==> src/rtl/core/dofp_pkg.sv <==
// ============================================================================
// dofp_pkg
// Shared types and constants for the display order frame picker.
// ============================================================================
`timescale 1ns / 1ps
`default_nettype none

package dofp_pkg;

  localparam int IDX_W    = 4;
  localparam int POC_W    = 32;
  localparam int CNT_W    = 5;
  localparam int BUF_DEPTH_DEF = 16;

  localparam logic signed [POC_W-1:0] MAX_POC = 32'sh7FFF_FFFF;

  localparam logic CMD_WRITE  = 1'b0;
  localparam logic CMD_SELECT = 1'b1;

  typedef struct packed {
    logic                    cmd;
    logic [IDX_W-1:0]        entry_index;
    logic signed [POC_W-1:0] entry_poc;
    logic [CNT_W-1:0]        occupied_count;
    logic signed [POC_W-1:0] last_shown_poc;
  } dofp_req_t;

  typedef struct packed {
    logic [IDX_W-1:0] best_index;
    logic             found;
  } dofp_rsp_t;

endpackage

`default_nettype wire

==> src/rtl/core/display_order_frame_picker_unit.sv <==
// ============================================================================
// display_order_frame_picker_unit
// POC table in a synchronous RAM; a select scans the occupied slots once and
// returns the next slot to display.
// ============================================================================
// Write: stored on acceptance, no result. Select: the scan walks the first
// count slots (count = saturated occupied_count) through the
// one-read-per-cycle RAM port, then the done state loads the result
// register. One item is in work at a time; a new item is taken while a
// result still waits in the output register.
// Reset clears control only; the POC RAM holds garbage until written.
`timescale 1ns / 1ps
`default_nettype none

module display_order_frame_picker_unit
  import dofp_pkg::*;
#(
  parameter int BUF_DEPTH = BUF_DEPTH_DEF
) (
  input  wire logic      clk,
  input  wire logic      rst,
  input  wire logic      req_valid,
  output logic           req_stall,
  input  wire dofp_req_t req_data,
  output logic           rsp_valid,
  input  wire logic      rsp_stall,
  output dofp_rsp_t      rsp_data
);

  localparam int AW = (BUF_DEPTH > 1) ? $clog2(BUF_DEPTH) : 1;
  localparam int CW = $clog2(BUF_DEPTH + 1);

  typedef enum logic [1:0] {ST_IDLE, ST_SCAN, ST_DONE} state_t;

  state_t state;

  logic signed [POC_W-1:0] poc_mem [BUF_DEPTH];
  logic signed [POC_W-1:0] mem_rdata;

  logic [CW-1:0]           count;
  logic [CW-1:0]           iss_cnt;
  logic signed [POC_W-1:0] last_poc;

  logic                    rd_vld;
  logic [AW-1:0]           rd_pos;

  logic                    hit;
  logic                    qvalid;
  logic [AW-1:0]           qpos;
  logic signed [POC_W-1:0] qbest;
  logic                    avalid;
  logic [AW-1:0]           apos;
  logic signed [POC_W-1:0] abest;

  logic req_fire;
  logic rsp_fire;
  logic wr_en;
  logic rd_en;
  logic is_mark;
  logic q_take;
  logic a_take;

  assign req_stall = (state != ST_IDLE);
  assign req_fire  = req_valid && !req_stall;
  assign rsp_fire  = rsp_valid && !rsp_stall;

  assign wr_en = req_fire && (req_data.cmd == CMD_WRITE) &&
                 (int'(req_data.entry_index) < BUF_DEPTH);
  assign rd_en = (state == ST_SCAN) && (iss_cnt < count);

  // A zero POC past slot zero marks a new IDR and closes the qualified range
  assign is_mark = (rd_pos != '0) && (mem_rdata == '0);
  assign q_take  = rd_vld && !hit && !is_mark &&
                   (mem_rdata > last_poc) && (mem_rdata < qbest);
  assign a_take  = rd_vld && (mem_rdata < abest);

  always_ff @(posedge clk) begin
    if (wr_en) begin
      poc_mem[AW'(req_data.entry_index)] <= req_data.entry_poc;
    end
    if (rd_en) begin
      mem_rdata <= poc_mem[iss_cnt[AW-1:0]];
    end
  end

  always_ff @(posedge clk) begin
    if (rst) begin
      state     <= ST_IDLE;
      rsp_valid <= 1'b0;
      rd_vld    <= 1'b0;
      hit       <= 1'b0;
      qvalid    <= 1'b0;
      avalid    <= 1'b0;
      iss_cnt   <= '0;
    end else begin
      // the done state reloads the output register itself
      if (rsp_fire && (state != ST_DONE)) begin
        rsp_valid <= 1'b0;
      end
      rd_vld <= rd_en;
      rd_pos <= iss_cnt[AW-1:0];

      unique case (state)
        ST_IDLE: begin
          if (req_fire && (req_data.cmd == CMD_SELECT)) begin
            if (int'(req_data.occupied_count) > BUF_DEPTH) begin
              count <= CW'(BUF_DEPTH);
            end else begin
              count <= CW'(req_data.occupied_count);
            end
            last_poc <= req_data.last_shown_poc;
            iss_cnt  <= '0;
            hit      <= 1'b0;
            qvalid   <= 1'b0;
            avalid   <= 1'b0;
            qbest    <= MAX_POC;
            abest    <= MAX_POC;
            state    <= ST_SCAN;
          end
        end
        ST_SCAN: begin
          if (rd_en) begin
            iss_cnt <= iss_cnt + 1'b1;
          end
          if (rd_vld && is_mark) begin
            hit <= 1'b1;
          end
          if (q_take) begin
            qvalid <= 1'b1;
            qpos   <= rd_pos;
            qbest  <= mem_rdata;
          end
          if (a_take) begin
            avalid <= 1'b1;
            apos   <= rd_pos;
            abest  <= mem_rdata;
          end
          // leave once every read is issued and the last one consumed
          if (!rd_en && !rd_vld) begin
            state <= ST_DONE;
          end
        end
        ST_DONE: begin
          if (!rsp_valid || !rsp_stall) begin
            rsp_valid      <= 1'b1;
            rsp_data.found <= qvalid || avalid;
            if (qvalid) begin
              rsp_data.best_index <= IDX_W'(qpos);
            end else if (avalid) begin
              rsp_data.best_index <= IDX_W'(apos);
            end else begin
              rsp_data.best_index <= '0;
            end
            state <= ST_IDLE;
          end
        end
        default: begin
          state <= ST_IDLE;
        end
      endcase
    end
  end

`ifndef SYNTHESIS
  a_rsp_from_done: assert property (@(posedge clk) disable iff (rst)
    $rose(rsp_valid) |-> $past(state) == ST_DONE)
    else $error("result raised outside the done state");

  a_no_rw_clash: assert property (@(posedge clk) disable iff (rst)
    !(wr_en && rd_en))
    else $error("table written during a scan");

  a_empty_index: assert property (@(posedge clk) disable iff (rst)
    (rsp_valid && !rsp_data.found) |-> rsp_data.best_index == '0)
    else $error("index not cleared on empty result");

  a_scan_bound: assert property (@(posedge clk) disable iff (rst)
    rd_en |-> int'(iss_cnt) < BUF_DEPTH)
    else $error("scan beyond table depth");
`endif

endmodule

`default_nettype wire
==> config.mk <==
export PLATFORM = sky130hd
export DESIGN_NAME = display_order_frame_picker_unit
export DESIGN_NICKNAME = d
export VERILOG_FILES = /design/src/rtl/core/dofp_pkg.sv /design/src/rtl/core/display_order_frame_picker_unit.sv
export SDC_FILE = /design/constraint.sdc
export NUM_CORES = 1
export LEC_CHECK = 0
export BUFFER_PORTS_ARGS = -buffer_cell sky130_fd_sc_hd__buf_2
export CORE_UTILIZATION = 61
export DETAILED_ROUTE_END_ITERATION = 10
export GPL_TIMING_DRIVEN = 1
export PLACE_DENSITY_LB_ADDON = 0.3
export SLEW_MARGIN = 20
export SYNTH_ARGS = -nofsm -noshare
export SYNTH_HDL_FRONTEND = slang
export SYNTH_SLANG_ARGS = --single-unit
==> constraint.sdc <==
create_clock -name clk -period 10.2 [get_ports clk]
set_input_delay 0.51 -clock clk [delete_from_list [all_inputs] [get_ports clk]]
set_output_delay 0.51 -clock clk [all_outputs]
set_load 0.05 [all_outputs]
==> impl_metrics.py <==
metrics = {
    "run_status": {
        "status": "completed",
    },
    "clocking": {
        "clockRootBuffer": "clkbuf_16",
        "cts-resized-gates": 0,
        "cts_buffers": 69,
        "cts.sinks": 674,
        "cts_hold_buf": 0,
        "clk_pin_slew_ns": 0.06,
        "cts_setup_buffers": 0,
        "cts_tree": "yes",
        "cts_buffer_depth": 3,
        "htree_levels": 3,
        "clk_latency_ns": 0.60,
    },
    "sta": {
        "finalHoldViolCount": 0,
        "max_slew.worst_pin.slew_ns": 1.04,
        "setup_viol": 0,
        "clock.fmax_mhz": 277,
        "rsz0062_at_grt": "no",
        "maxSlewViolCount": 0,
        "finalCriticalPeriod_ns": 3.61,
        "fin_setup_tns_ns": 0,
        "slew_headroom_pct": 31.0,
        "hold_slack_ns": 0.103,
        "finClkSkew_ns": 0.0238,
        "period_share_pct": 35.4,
    },
    "place": {
        "portBuffers": 84,
        "dpl-instance-area_um2": 28600,
        "place_congestion": 0.908,
        "place_hpwl_mm": 31.4,
    },
    "worst_setup_path": {
        "cp_top_family": "buffers and inverters",
        "worstSetupEndpointType": "flip-flop",
        "critPathRequiredTime_ns": 10.52,
        "setup.worst_path.class": "reg2reg",
        "cp_slowest_cell": "dfxtp_4",
        "slowest_delay_ns": 0.82,
        "path_cells": "buf_4 > buf_4 > mux4_2 > mux4_2",
        "critical_path_buf_inv_count": 2,
        "start_kind": "flip-flop",
        "critical_path_arrival_ns": 3.94,
        "crit_fanout": 36,
    },
    "finish": {
        "nFillCells": 2679,
        "final_nets": 1683,
        "fin_util_pct": 69.7,
        "multi_input_area_um2": 6680,
        "stdcell_area_um2": 30800,
        "final_cell_mix": "edfxtp_1, mux4_2, inv_1",
        "layout_commonest_cell": "edfxtp_1",
        "layout-drive-gt1-share_pct": 25.4,
        "synthToLayoutAreaGrowth_pct": 13.0,
        "seq_area_um2": 20100,
    },
    "grt": {
        "grt_pass1_wl_mm": 87.4,
        "antenna_found_initial": 6,
        "first_global_vias": 14000,
        "grt_use_total_pct": 27.4,
        "gr-total-overflow": 0,
        "grt_max_degree": 68,
    },
    "synth": {
        "synth_edf_count": 662,
        "synth_ff_type": "edfxtp_1",
        "synthArstFlopShare_pct": 0,
        "yosysUniqueCellTypes": 53,
        "synth_area_um2": 27200,
        "ys_ff_latch": 674,
        "syn_area_per_cell_um2": 19.9,
        "ys.warnings.count": 0,
        "syn_nets": 1544,
        "ys_seq_area_share_pct": 73.9,
        "synthCells": 1367,
    },
    "pwr": {
        "power_density_nw_per_um2": 215,
        "power.leakage_nw": 10.4,
        "finalPower_mw": 6.63,
        "ir_drop_uv": 168,
    },
    "detailed_routing": {
        "via_count": 13600,
        "drt-pass1-iter-count": 7,
        "drc": 0,
        "wl_mm": 60.7,
        "wl_per_cell_um": 28.2,
        "drt_iter0_drc": 1437,
        "ant_nets": 0,
        "routed_via_density": 6.33,
    },
    "floorplan": {
        "io_pins": 85,
        "die_height_um": 213,
        "core-area_um2": 44100,
        "initial_core_util_pct": 61.7,
        "die_area_um2": 45500,
        "rows": 77,
        "die_w_um": 213,
    },
    "run": {
        "cap_violations": 0,
    },
    "hold_path": {
        "hold_path_class": "in2reg",
    },
}
[synthesized netlist by cell type, types with 2 or more instances]
| library cell | count | area share, % |
|---|---|---|
| nor3b_1 | 2 | 0.055 |
| inv_1 | 106 | 1.5 |
| buf_1 | 5 | 0.069 |
| xor2_1 | 3 | 0.096 |
| dfxtp_1 | 12 | 0.88 |
| clkbuf_1 | 28 | 0.39 |
| ha_1 | 99 | 4.5 |
| nand4_1 | 18 | 0.41 |
| a21oi_1 | 40 | 0.74 |
| o21ai_1 | 2 | 0.037 |
| nor3_1 | 11 | 0.20 |
| or4_4 | 2 | 0.083 |
| a21o_1 | 13 | 0.36 |
| mux4_2 | 160 | 13 |
| nand2_1 | 28 | 0.39 |
| and2_1 | 2 | 0.046 |
| o21ai_0 | 13 | 0.24 |
| nand2b_1 | 36 | 0.83 |
| a22o_1 | 4 | 0.13 |
| edfxtp_1 | 662 | 73 |
| nor2_1 | 31 | 0.43 |
| and3_1 | 3 | 0.069 |
| nand3_1 | 16 | 0.29 |
| nor4_1 | 13 | 0.30 |
| and4_1 | 3 | 0.096 |
| buf_2 | 10 | 0.18 |
| or3_1 | 2 | 0.046 |
| a31oi_1 | 2 | 0.046 |
| nor2b_1 | 10 | 0.23 |
| a211oi_1 | 5 | 0.14 |
| o2111ai_1 | 3 | 0.096 |
| o31ai_1 | 2 | 0.055 |
[power breakdown]
| group | leakage (nW) | switching [mW] | internal (mW) |
|---|---|---|---|
| sequential | 6.02 | 0.126 | 3.19 |
| combinational | 3.31 | 0.479 | 0.388 |
| clock | 1.08 | 1.02 | 1.43 |
| total | 10.4 | 1.62 | 5.01 |
[sequential cells by signal (all words and copies together) (netlist names)]
signal / count
rd_pos: 4
rd_vld: 1
avalid: 1
mem_rdata: 32
qpos: 4
last_poc: 32
rsp_data: 5
hit: 1
poc_mem: 512
iss_cnt: 5
rsp_valid: 1
qvalid: 1
abest: 32
qbest: 32
state: 2
count: 5
apos: 4
[worst reg2reg max path: cells and delay by family, from the launching register on]
family	cells	cell delay (ns)
buffers and inverters	2	1.42
DFF	1	0.82
muxes	2	1.12
[layout make-up]
type	count	share of cell area (%)
diodes	4	0.0325
clock buffers	89	6.20
clock inverters	34	0.939
inverters	106	1.29
multi-input cells	544	21.7
flip-flops and latches	674	65.4
well taps	592	2.41
repair buffers	111	2.02
[final timing paths]
kind,start,end,slack [ns],depth (start not counted)
worst max register to register,iss_cnt[0],mem_rdata[30],6.59,4
worst min register to register,avalid,avalid,0.47,2
worst max-delay path,iss_cnt[0],mem_rdata[30],6.59,4
worst min-delay path,req_data[24],last_poc[24],0.10,1
[through the flow]
| step | cells | setup WS (ns) |
|---|---|---|
| 6_report | 2154 | 6.59 |
| 4_1_cts | 2150 | 6.47 |
| 2_1_floorplan | 1367 | 5.71 |
| 3_3_place_gp | 2027 | 6.57 |
| 5_1_grt | 2151 | 6.29 |
| 3_5_place_dp | 2027 | 6.51 |
[cell families after synthesis]
| kind of cell | after synthesis | share of synthesized area (%) |
|---|---|---|
| compound gates | 97 | 2.32 |
| xor+xnor | 3 | 0.0965 |
| fa+ha+maj | 99 | 4.55 |
| buf+inv | 149 | 2.10 |
| flops | 674 | 73.9 |
| mux | 161 | 13.3 |
| simple gates | 184 | 3.79 |
[layer usage]
metal  GRT usage, %  share of wire [%]  vias up
met1           35.6                 39     7025
met2           46.5                 51      645
li1               -                  -     5830
met3           5.31                7.1      138
met4           9.61                3.1        4
met5              0              0.038        -
Power figures use the tool's default switching activity.
